--- src/hdl/wsdfr_pkg.sv ---
package wsdfr_pkg;

	localparam int LEN_BITS = 64;
	localparam int Q_DEPTH  = 4;
	localparam int Q_AW     = 2;

	localparam logic [3:0] OP_BINARY = 4'h2;
	localparam logic [3:0] OP_CLOSE  = 4'h8;
	localparam logic [3:0] OP_PING   = 4'h9;
	localparam logic [3:0] OP_PONG   = 4'hA;

	localparam logic [6:0] IND_LEN16 = 7'd126;
	localparam logic [6:0] IND_LEN64 = 7'd127;

	localparam logic [3:0] EXT16_BYTES = 4'd2;
	localparam logic [3:0] EXT64_BYTES = 4'd8;

	typedef enum logic [2:0] {
		ACT_BINARY = 3'd0,
		ACT_CLOSE  = 3'd1,
		ACT_PING   = 3'd2,
		ACT_PONG   = 3'd3,
		ACT_OTHER  = 3'd4
	} action_t;

	// One classified byte on its way to the output stage.
	typedef struct packed {
		logic [7:0] data;
		logic [7:0] key;
		logic       has_data;
		logic [3:0] opcode;
		logic       frame_end;
		action_t    action;
		logic       pos0;
		logic       pos1;
		logic       code_ok;
	} entry_t;

	typedef struct packed {
		logic   valid;
		entry_t entry;
	} q_push_t;

	typedef struct packed {
		logic   valid;
		entry_t entry;
	} q_head_t;

	function automatic action_t action_of(input logic [3:0] op);
		action_t a;
		case (op)
			OP_BINARY: a = ACT_BINARY;
			OP_CLOSE:  a = ACT_CLOSE;
			OP_PING:   a = ACT_PING;
			OP_PONG:   a = ACT_PONG;
			default:   a = ACT_OTHER;
		endcase
		return a;
	endfunction

endpackage

--- src/hdl/wsdfr_if.sv ---
interface wsdfr_in_if;
	logic       valid;
	logic       ready;
	logic [7:0] rx_byte;

	modport source (output valid, output rx_byte, input ready);
	modport sink (input valid, input rx_byte, output ready);
endinterface

interface wsdfr_out_if;
	logic        valid;
	logic        ready;
	logic [7:0]  data_byte;
	logic        has_data;
	logic [3:0]  frame_opcode;
	logic        frame_end;
	logic [2:0]  frame_action;
	logic [15:0] close_code;
	logic        halted;

	modport source (
		output valid, output data_byte, output has_data, output frame_opcode,
		output frame_end, output frame_action, output close_code, output halted,
		input ready
	);
	modport sink (
		input valid, input data_byte, input has_data, input frame_opcode,
		input frame_end, input frame_action, input close_code, input halted,
		output ready
	);
endinterface

--- src/hdl/wsdfr_front.sv ---
module wsdfr_front (
	input  logic              clk,
	input  logic              arst_n,
	wsdfr_in_if.sink          in_ch,
	input  logic              q_full,
	output wsdfr_pkg::q_push_t push
);
	import wsdfr_pkg::*;

	typedef enum logic [2:0] {
		PH_HDR1,
		PH_HDR2,
		PH_EXT,
		PH_MASK,
		PH_PAY
	} phase_t;

	phase_t              phase_q, phase_n;
	logic [3:0]          op_q, op_n;
	logic                mask_q, mask_n;
	logic [LEN_BITS-1:0] len_q, len_n;
	logic [LEN_BITS-1:0] rem_q, rem_n;
	logic [3:0]          ext_q, ext_n;
	logic [31:0]         key_q, key_n;
	logic [1:0]          mcnt_q, mcnt_n;
	logic [1:0]          k_q, k_n;
	logic [1:0]          seen_q, seen_n;
	logic                stop_q, stop_n;

	logic       acc;
	logic [7:0] b;
	logic       go_len, go_hdr, fin;

	assign in_ch.ready = stop_q | ~q_full;
	assign acc         = in_ch.valid & in_ch.ready;
	assign b           = in_ch.rx_byte;

	always_comb begin
		phase_n = phase_q;
		op_n    = op_q;
		mask_n  = mask_q;
		len_n   = len_q;
		rem_n   = rem_q;
		ext_n   = ext_q;
		key_n   = key_q;
		mcnt_n  = mcnt_q;
		k_n     = k_q;
		seen_n  = seen_q;
		stop_n  = stop_q;
		go_len  = 1'b0;
		go_hdr  = 1'b0;
		fin     = 1'b0;
		push    = '0;
		if (acc && !stop_q) begin
			case (phase_q)
				PH_HDR1: begin
					op_n    = b[3:0];
					key_n   = '0;
					phase_n = PH_HDR2;
				end
				PH_HDR2: begin
					mask_n = b[7];
					len_n  = '0;
					if (b[6:0] == IND_LEN16) begin
						ext_n   = EXT16_BYTES;
						phase_n = PH_EXT;
					end else if (b[6:0] == IND_LEN64) begin
						ext_n   = EXT64_BYTES;
						phase_n = PH_EXT;
					end else begin
						len_n  = LEN_BITS'(b[6:0]);
						go_len = 1'b1;
					end
				end
				PH_EXT: begin
					len_n = {len_q[LEN_BITS-9:0], b};
					ext_n = ext_q - 4'd1;
					if (ext_q == 4'd1) begin
						go_len = 1'b1;
					end
				end
				PH_MASK: begin
					key_n  = {key_q[23:0], b};
					mcnt_n = mcnt_q + 2'd1;
					if (mcnt_q == 2'd3) begin
						go_hdr = 1'b1;
					end
				end
				PH_PAY: begin
					push.valid           = 1'b1;
					push.entry.data      = b;
					push.entry.key       = mask_q ? key_q[{~k_q, 3'b000} +: 8] : 8'h00;
					push.entry.has_data  = 1'b1;
					push.entry.opcode    = op_q;
					push.entry.pos0      = (seen_q == 2'd0);
					push.entry.pos1      = (seen_q == 2'd1);
					push.entry.code_ok   = (seen_q != 2'd0);
					push.entry.frame_end = (rem_q == LEN_BITS'(1));
					push.entry.action    = ACT_BINARY;
					rem_n = rem_q - LEN_BITS'(1);
					k_n   = k_q + 2'd1;
					if (seen_q != 2'd2) begin
						seen_n = seen_q + 2'd1;
					end
					if (rem_q == LEN_BITS'(1)) begin
						push.entry.action = action_of(op_q);
						fin = 1'b1;
					end
				end
				default: begin
					phase_n = PH_HDR1;
				end
			endcase

			if (go_len) begin
				if (mask_n) begin
					mcnt_n  = 2'd0;
					phase_n = PH_MASK;
				end else begin
					go_hdr = 1'b1;
				end
			end

			if (go_hdr) begin
				if (len_n == '0) begin
					// empty frame: end result straight from the header
					push.valid           = 1'b1;
					push.entry           = '0;
					push.entry.opcode    = op_q;
					push.entry.frame_end = 1'b1;
					push.entry.action    = action_of(op_q);
					fin = 1'b1;
				end else begin
					rem_n   = len_n;
					k_n     = 2'd0;
					seen_n  = 2'd0;
					phase_n = PH_PAY;
				end
			end

			if (fin) begin
				phase_n = PH_HDR1;
				if (action_of(op_q) == ACT_CLOSE) begin
					stop_n = 1'b1;
				end
			end
		end
	end

	always_ff @(posedge clk or negedge arst_n) begin
		if (!arst_n) begin
			phase_q <= PH_HDR1;
			op_q    <= '0;
			mask_q  <= 1'b0;
			len_q   <= '0;
			rem_q   <= '0;
			ext_q   <= '0;
			key_q   <= '0;
			mcnt_q  <= '0;
			k_q     <= '0;
			seen_q  <= '0;
			stop_q  <= 1'b0;
		end else begin
			phase_q <= phase_n;
			op_q    <= op_n;
			mask_q  <= mask_n;
			len_q   <= len_n;
			rem_q   <= rem_n;
			ext_q   <= ext_n;
			key_q   <= key_n;
			mcnt_q  <= mcnt_n;
			k_q     <= k_n;
			seen_q  <= seen_n;
			stop_q  <= stop_n;
		end
	end

endmodule

--- src/hdl/wsdfr_queue.sv ---
module wsdfr_queue (
	input  logic               clk,
	input  logic               arst_n,
	input  wsdfr_pkg::q_push_t push,
	output logic               full,
	output wsdfr_pkg::q_head_t head,
	input  logic               pop
);
	import wsdfr_pkg::*;

	entry_t          mem_q [Q_DEPTH];
	logic [Q_AW-1:0] wr_q, rd_q;
	logic [Q_AW:0]   cnt_q;
	logic            do_push, do_pop;

	assign full       = (cnt_q == (Q_AW+1)'(Q_DEPTH));
	assign head.valid = (cnt_q != '0);
	assign head.entry = mem_q[rd_q];
	assign do_push    = push.valid & ~full;
	assign do_pop     = pop & head.valid;

	always_ff @(posedge clk) begin
		if (do_push) begin
			mem_q[wr_q] <= push.entry;
		end
	end

	always_ff @(posedge clk or negedge arst_n) begin
		if (!arst_n) begin
			wr_q  <= '0;
			rd_q  <= '0;
			cnt_q <= '0;
		end else begin
			if (do_push) begin
				wr_q <= wr_q + Q_AW'(1);
			end
			if (do_pop) begin
				rd_q <= rd_q + Q_AW'(1);
			end
			case ({do_push, do_pop})
				2'b10:   cnt_q <= cnt_q + (Q_AW+1)'(1);
				2'b01:   cnt_q <= cnt_q - (Q_AW+1)'(1);
				default: cnt_q <= cnt_q;
			endcase
		end
	end

endmodule

--- src/hdl/wsdfr_back.sv ---
module wsdfr_back (
	input  logic               clk,
	input  logic               arst_n,
	input  wsdfr_pkg::q_head_t head,
	output logic               pop,
	wsdfr_out_if.source        out_ch
);
	import wsdfr_pkg::*;

	logic        ov_q;
	logic [7:0]  data_q;
	logic        has_q;
	logic [3:0]  op_q;
	logic        end_q;
	logic [2:0]  act_q;
	logic [15:0] code_q;
	logic        halt_q;
	logic [15:0] cap_q;

	logic [7:0]  d;
	logic [15:0] cap_n;
	logic        is_close;

	assign pop      = head.valid & (~ov_q | out_ch.ready);
	assign d        = head.entry.data ^ head.entry.key;
	assign is_close = head.entry.frame_end & (head.entry.action == ACT_CLOSE);

	always_comb begin
		cap_n = cap_q;
		if (head.entry.pos0) begin
			cap_n = {d, 8'h00};
		end else if (head.entry.pos1) begin
			cap_n = {cap_q[15:8], d};
		end
	end

	always_ff @(posedge clk or negedge arst_n) begin
		if (!arst_n) begin
			ov_q  <= 1'b0;
			cap_q <= '0;
		end else begin
			if (pop) begin
				ov_q  <= 1'b1;
				cap_q <= cap_n;
			end else if (out_ch.ready) begin
				ov_q <= 1'b0;
			end
		end
	end

	always_ff @(posedge clk) begin
		if (pop) begin
			data_q <= d;
			has_q  <= head.entry.has_data;
			op_q   <= head.entry.opcode;
			end_q  <= head.entry.frame_end;
			act_q  <= head.entry.action;
			code_q <= (is_close && head.entry.code_ok) ? cap_n : 16'h0000;
			halt_q <= is_close;
		end
	end

	assign out_ch.valid        = ov_q;
	assign out_ch.data_byte    = data_q;
	assign out_ch.has_data     = has_q;
	assign out_ch.frame_opcode = op_q;
	assign out_ch.frame_end    = end_q;
	assign out_ch.frame_action = act_q;
	assign out_ch.close_code   = code_q;
	assign out_ch.halted       = halt_q;

endmodule

--- src/hdl/websocket_frame_deframer.sv ---
// Data path: an accepted byte is written into the queue at the edge that accepts it,
// and the output register takes the queue head once it is empty or being drained.
// Throughput: one byte per cycle while the four-entry queue has room and the
// consumer holds ready high; the output register drains one entry per cycle.
// Reset: arst_n clears parser state and stop flag, queue pointers and output valid.
module websocket_frame_deframer (
	input  logic        clk,
	input  logic        arst_n,
	wsdfr_in_if.sink    in_ch,
	wsdfr_out_if.source out_ch
);
	import wsdfr_pkg::*;

	q_push_t push;
	q_head_t head;
	logic    q_full;
	logic    pop;

	wsdfr_front u_front (
		.clk    (clk),
		.arst_n (arst_n),
		.in_ch  (in_ch),
		.q_full (q_full),
		.push   (push)
	);

	wsdfr_queue u_queue (
		.clk    (clk),
		.arst_n (arst_n),
		.push   (push),
		.full   (q_full),
		.head   (head),
		.pop    (pop)
	);

	wsdfr_back u_back (
		.clk    (clk),
		.arst_n (arst_n),
		.head   (head),
		.pop    (pop),
		.out_ch (out_ch)
	);

endmodule
--- src/flat_wrapper.sv ---
// flat-port wrapper written by rule: the top's interface ports become plain ports
module websocket_frame_deframer_flat import wsdfr_pkg::*;
  (clk, arst_n, in_ch_valid, in_ch_rx_byte, in_ch_ready, out_ch_valid, out_ch_data_byte, out_ch_has_data, out_ch_frame_opcode, out_ch_frame_end, out_ch_frame_action, out_ch_close_code, out_ch_halted, out_ch_ready);
  wsdfr_in_if in_ch_i ();
  wsdfr_out_if out_ch_i ();
  input  logic clk;
  input  logic arst_n;
  input wire logic [$bits(in_ch_i.valid)-1:0] in_ch_valid;
  input wire logic [$bits(in_ch_i.rx_byte)-1:0] in_ch_rx_byte;
  output wire logic [$bits(in_ch_i.ready)-1:0] in_ch_ready;
  output wire logic [$bits(out_ch_i.valid)-1:0] out_ch_valid;
  output wire logic [$bits(out_ch_i.data_byte)-1:0] out_ch_data_byte;
  output wire logic [$bits(out_ch_i.has_data)-1:0] out_ch_has_data;
  output wire logic [$bits(out_ch_i.frame_opcode)-1:0] out_ch_frame_opcode;
  output wire logic [$bits(out_ch_i.frame_end)-1:0] out_ch_frame_end;
  output wire logic [$bits(out_ch_i.frame_action)-1:0] out_ch_frame_action;
  output wire logic [$bits(out_ch_i.close_code)-1:0] out_ch_close_code;
  output wire logic [$bits(out_ch_i.halted)-1:0] out_ch_halted;
  input wire logic [$bits(out_ch_i.ready)-1:0] out_ch_ready;
  assign in_ch_i.valid = in_ch_valid;
  assign in_ch_i.rx_byte = in_ch_rx_byte;
  assign in_ch_ready = in_ch_i.ready;
  assign out_ch_valid = out_ch_i.valid;
  assign out_ch_data_byte = out_ch_i.data_byte;
  assign out_ch_has_data = out_ch_i.has_data;
  assign out_ch_frame_opcode = out_ch_i.frame_opcode;
  assign out_ch_frame_end = out_ch_i.frame_end;
  assign out_ch_frame_action = out_ch_i.frame_action;
  assign out_ch_close_code = out_ch_i.close_code;
  assign out_ch_halted = out_ch_i.halted;
  assign out_ch_i.ready = out_ch_ready;
  websocket_frame_deframer u_core (.clk(clk), .arst_n(arst_n), .in_ch(in_ch_i), .out_ch(out_ch_i));
endmodule
--- config.mk ---
export PLATFORM = sky130hd
export DESIGN_NAME = websocket_frame_deframer_flat
export DESIGN_NICKNAME = d
export VERILOG_FILES = /design/src/hdl/wsdfr_pkg.sv /design/src/hdl/wsdfr_if.sv /design/src/hdl/wsdfr_front.sv /design/src/hdl/wsdfr_queue.sv /design/src/hdl/wsdfr_back.sv /design/src/hdl/websocket_frame_deframer.sv /design/src/flat_wrapper.sv
export SDC_FILE = /design/constraint.sdc
export NUM_CORES = 1
export LEC_CHECK = 0
export BUFFER_PORTS_ARGS = -buffer_cell sky130_fd_sc_hd__buf_2
export CAP_MARGIN = 5
export CORE_ASPECT_RATIO = 1.25
export CORE_UTILIZATION = 30
export DETAILED_ROUTE_END_ITERATION = 10
export GPL_TIMING_DRIVEN = 0
export HOLD_SLACK_MARGIN = 0.15
export SLEW_MARGIN = 20
export SYNTH_ARGS = -nofsm -noshare
export SYNTH_HDL_FRONTEND = slang
export SYNTH_HIERARCHICAL = 1
export SYNTH_SLANG_ARGS = --single-unit
--- constraint.sdc ---
create_clock -name clk -period 6 [get_ports clk]
set_input_delay 1.2 -clock clk [delete_from_list [all_inputs] [get_ports clk]]
set_output_delay 1.2 -clock clk [all_outputs]
set_load 0.01 [all_outputs]
==> results.json <==
{
  "outcome": "completed",
  "clock_path_buffers": 3,
  "rsz0062_at_grt": "false",
  "syn_inst": 1410,
  "drtIter0Drc": 1260,
  "rows": 97,
  "seq_area_frac_synth": 0.553,
  "p_switching_w": 0.00131,
  "fin_area_sq_mm": 0.0197,
  "worstSetupPathType": "primary input to flop",
  "p_seq_frac": 0.471,
  "dp_cells": 2202,
  "finalClockSkew_ns": 0.0130,
  "hold_violations": 0,
  "internal_power_w": 0.00418,
  "ctsResizeCount": 0,
  "clockRootBuffer": "clkbuf_16",
  "irDropWorstVdd_uv": 202,
  "wire_per_inst_um": 23.0,
  "arrival_ns": 5.00,
  "path_cells": "buf_2, nand4_1, o21ai_0, o2111ai_1, nor4_2, nand3b_2, nor3_1, o21a_1, nor2b_4, and2_2",
  "syn2layout_area_growth_pct": 14.9,
  "layout_commonest_cell": "dfrtp_1",
  "floorplan.initialDensity": 0.304,
  "required_ns": 6.18,
  "first_global_vias": 12612,
  "cts_tree": "built",
  "syn_avg_cell_area_sq_um": 12.1,
  "postSynth.asyncResetShare": 0.582,
  "grt_max_degree": 94,
  "final_core_util": 0.350,
  "synth_nets": 1436,
  "hold_buffers": 0,
  "post-cts-setup-buffer-count": 0,
  "comb_power_share": 0.095,
  "netlist_area_sq_mm": 0.0171,
  "io-pin-count": 48,
  "synth_top_area_cell": "dfrtp_1",
  "ys_warn_count": 6,
  "hp-class": "primary input to asynchronous set/reset pin",
  "cts_buffers": 38,
  "dp_hpwl_mm": 37.4,
  "layout-drive-gt1-share": 0.165,
  "switching_share": 0.238,
  "antenna_cells": 0,
  "synth_seq_cells": 349,
  "min_period_ns": 4.81,
  "p_clk_frac": 0.434,
  "antenna_found_initial": 0,
  "clock_latency_ns": 0.56,
  "crit_path_top_delay_cell": "o21ai_0",
  "p_per_area_mw_per_mm2": 279,
  "cp_max_fo": 28,
  "synth_ff_type": "dfrtp_1",
  "setup_tns_ns": 0,
  "layoutNonFillerInstCount": 2272,
  "slew_viol_final": 0,
  "drv_cap": 0,
  "start_kind": "primary input",
  "setup_viol": 0,
  "worst_slew_pin_slew_ns": 1.10,
  "grt_pass1_wl_mm": 80.1,
  "placed_area_sq_mm": 0.0184,
  "htreeDepth": 2,
  "grt_usage": 0.182,
  "core_area_sq_mm": 0.0562,
  "critPathMaxStageDelay_ns": 0.82,
  "mostFrequentLayoutCells": "dfrtp_1, edfxtp_1, a22o_1, nand2_1, nor2_1",
  "grt-ovfl-total": 0,
  "clk_pin_slew_ns": 0.06,
  "drc": 0,
  "wl_mm": 52.2,
  "synth_top_area_share": 0.297,
  "endpoint_kind": "flop",
  "die_h_um": 269,
  "p_leak_nw": 7.54,
  "die_w_um": 216,
  "max_freq_ghz": 0.208,
  "io_buffers": 47,
  "synth_area_leaders": "dfrtp_1, edfxtp_1, a22o_1, mux4_2, and3_1",
  "die_area_sq_mm": 0.0580,
  "viasPerCell": 5.60,
  "nets": 1526,
  "ant_nets": 0,
  "synth_edf_count": 146,
  "vias": 12714,
  "timing.final.crit_share": 0.802,
  "drt_pass1_iterations": 6,
  "cts.sinks": 349,
  "synthDistinctLibCells": 93,
  "gp_congestion": 0.939,
  "relSlewSlack": 0.270
}
==> registers in the layout (all words and copies together) (netlist names), 3 cells and up <==
name,count
u_core/u_back/cap_q,16
u_core/u_front/rem_q,64
u_core/u_queue/mem_q,112
u_core/u_back/out_ch.close_code,16
u_core/u_back/out_ch.data_byte,8
u_core/u_front/len_q,64
u_core/u_back/out_ch.frame_opcode,4
u_core/u_back/out_ch.frame_action,3
u_core/u_front/ext_q,4
u_core/u_front/phase_q,3
u_core/u_queue/cnt_q,3
u_core/u_front/key_q,32
u_core/u_front/op_q,4
==> path summary, 6_finish.rpt <==
kind	from	to	slack [ns]	depth (start not counted)
worst max-delay path	in_ch_rx_byte[6]	u_core/u_queue/mem_q[3][16]	1.19	10
worst min-delay path	arst_n	u_core/u_front/rem_q[36]	0.49	1
worst max register to register	u_core/u_front/phase_q[0]	u_core/u_queue/mem_q[3][16]	1.23	12
worst min register to register	u_core/u_front/rem_q[47]	u_core/u_front/rem_q[47]	0.49	1
max in group asynchronous	arst_n	u_core/u_front/key_q[5]	4.34	3
min in group clk	u_core/u_front/rem_q[47]	u_core/u_front/rem_q[47]	0.49	1
==> cell families after synthesis <==
kind of cell / after synthesis / share of synthesized area
XOR/XNOR: 26 / 0.0133
adder cells (fa/ha/maj): 14 / 0.0107
AO/OA/AOI/OAI: 375 / 0.172
multiplexers: 56 / 0.0603
AND/OR/NAND/NOR: 461 / 0.154
buffers and inverters: 129 / 0.0372
flip-flops: 349 / 0.553
==> critical path, delay by kind of cell <==
| family | cells | cell delay (ns) |
|---|---|---|
| buffers and inverters | 1 | 0.26 |
| and+or+nand+nor | 6 | 2.18 |
| AOI/OAI and AO/OA | 3 | 1.32 |
==> metrics by stage <==
| step | total power [W] | hold WS, ns | worst slack [ns] |
|---|---|---|---|
| detailed placement | 0.00317 | 0.475 | 0.665 |
| floorplan | 0.00298 | 0.447 | 1.65 |
| CTS | 0.00558 | 0.478 | 1.26 |
| global route | 0.00571 | 0.499 | 0.945 |
| finish | 0.00549 | 0.489 | 1.19 |
| global placement | 0.00315 | 0.477 | 0.133 |
==> per-layer routing <==
layer	vias to the layer above	wire length, um	global-route usage
met1	6400	20700	0.219
met5	-	0	0
met2	485	25400	0.308
met4	0	3270	0.109
met3	147	2770	0.0288
li1	5682	-	-
==> cell usage after synthesis, drive strengths merged (13+ instances only) <==
master,n
a211oi,33
a21oi,24
a221oi,45
a22o,101
a22oi,18
and2,23
and3,64
buf,51
clkbuf,46
dfrtp,203
edfxtp,146
ha,13
inv,30
mux2,14
mux4,36
nand2,86
nand3,21
nand4,26
nor2,82
nor2b,39
nor3,43
nor3b,14
nor4,30
o211ai,13
o21ai,53
o31ai,13
xnor2,18
==> power groups by stage <==
stage / logic [W] / registers, W / clock network [W]
after floorplan: 0.000322 / 0.00266 / 0
after global placement: 0.000508 / 0.00264 / 0
after detailed placement: 0.000539 / 0.00263 / 0
after CTS: 0.000541 / 0.00259 / 0.00245
after global routing: 0.000578 / 0.00259 / 0.00254
final: 0.000523 / 0.00259 / 0.00238
==> final cells by class <==
cell class / count / area, sq um
tap: 742 / 928
timing repair buffer: 50 / 328
clock buffer: 55 / 1110
fill: 5522 / 36500
buffer: 97 / 515
sequential: 349 / 9460
inverter: 32 / 120
multi-input combinational: 932 / 7020
clock inverter: 15 / 175
(Power assumes the default switching activity.)
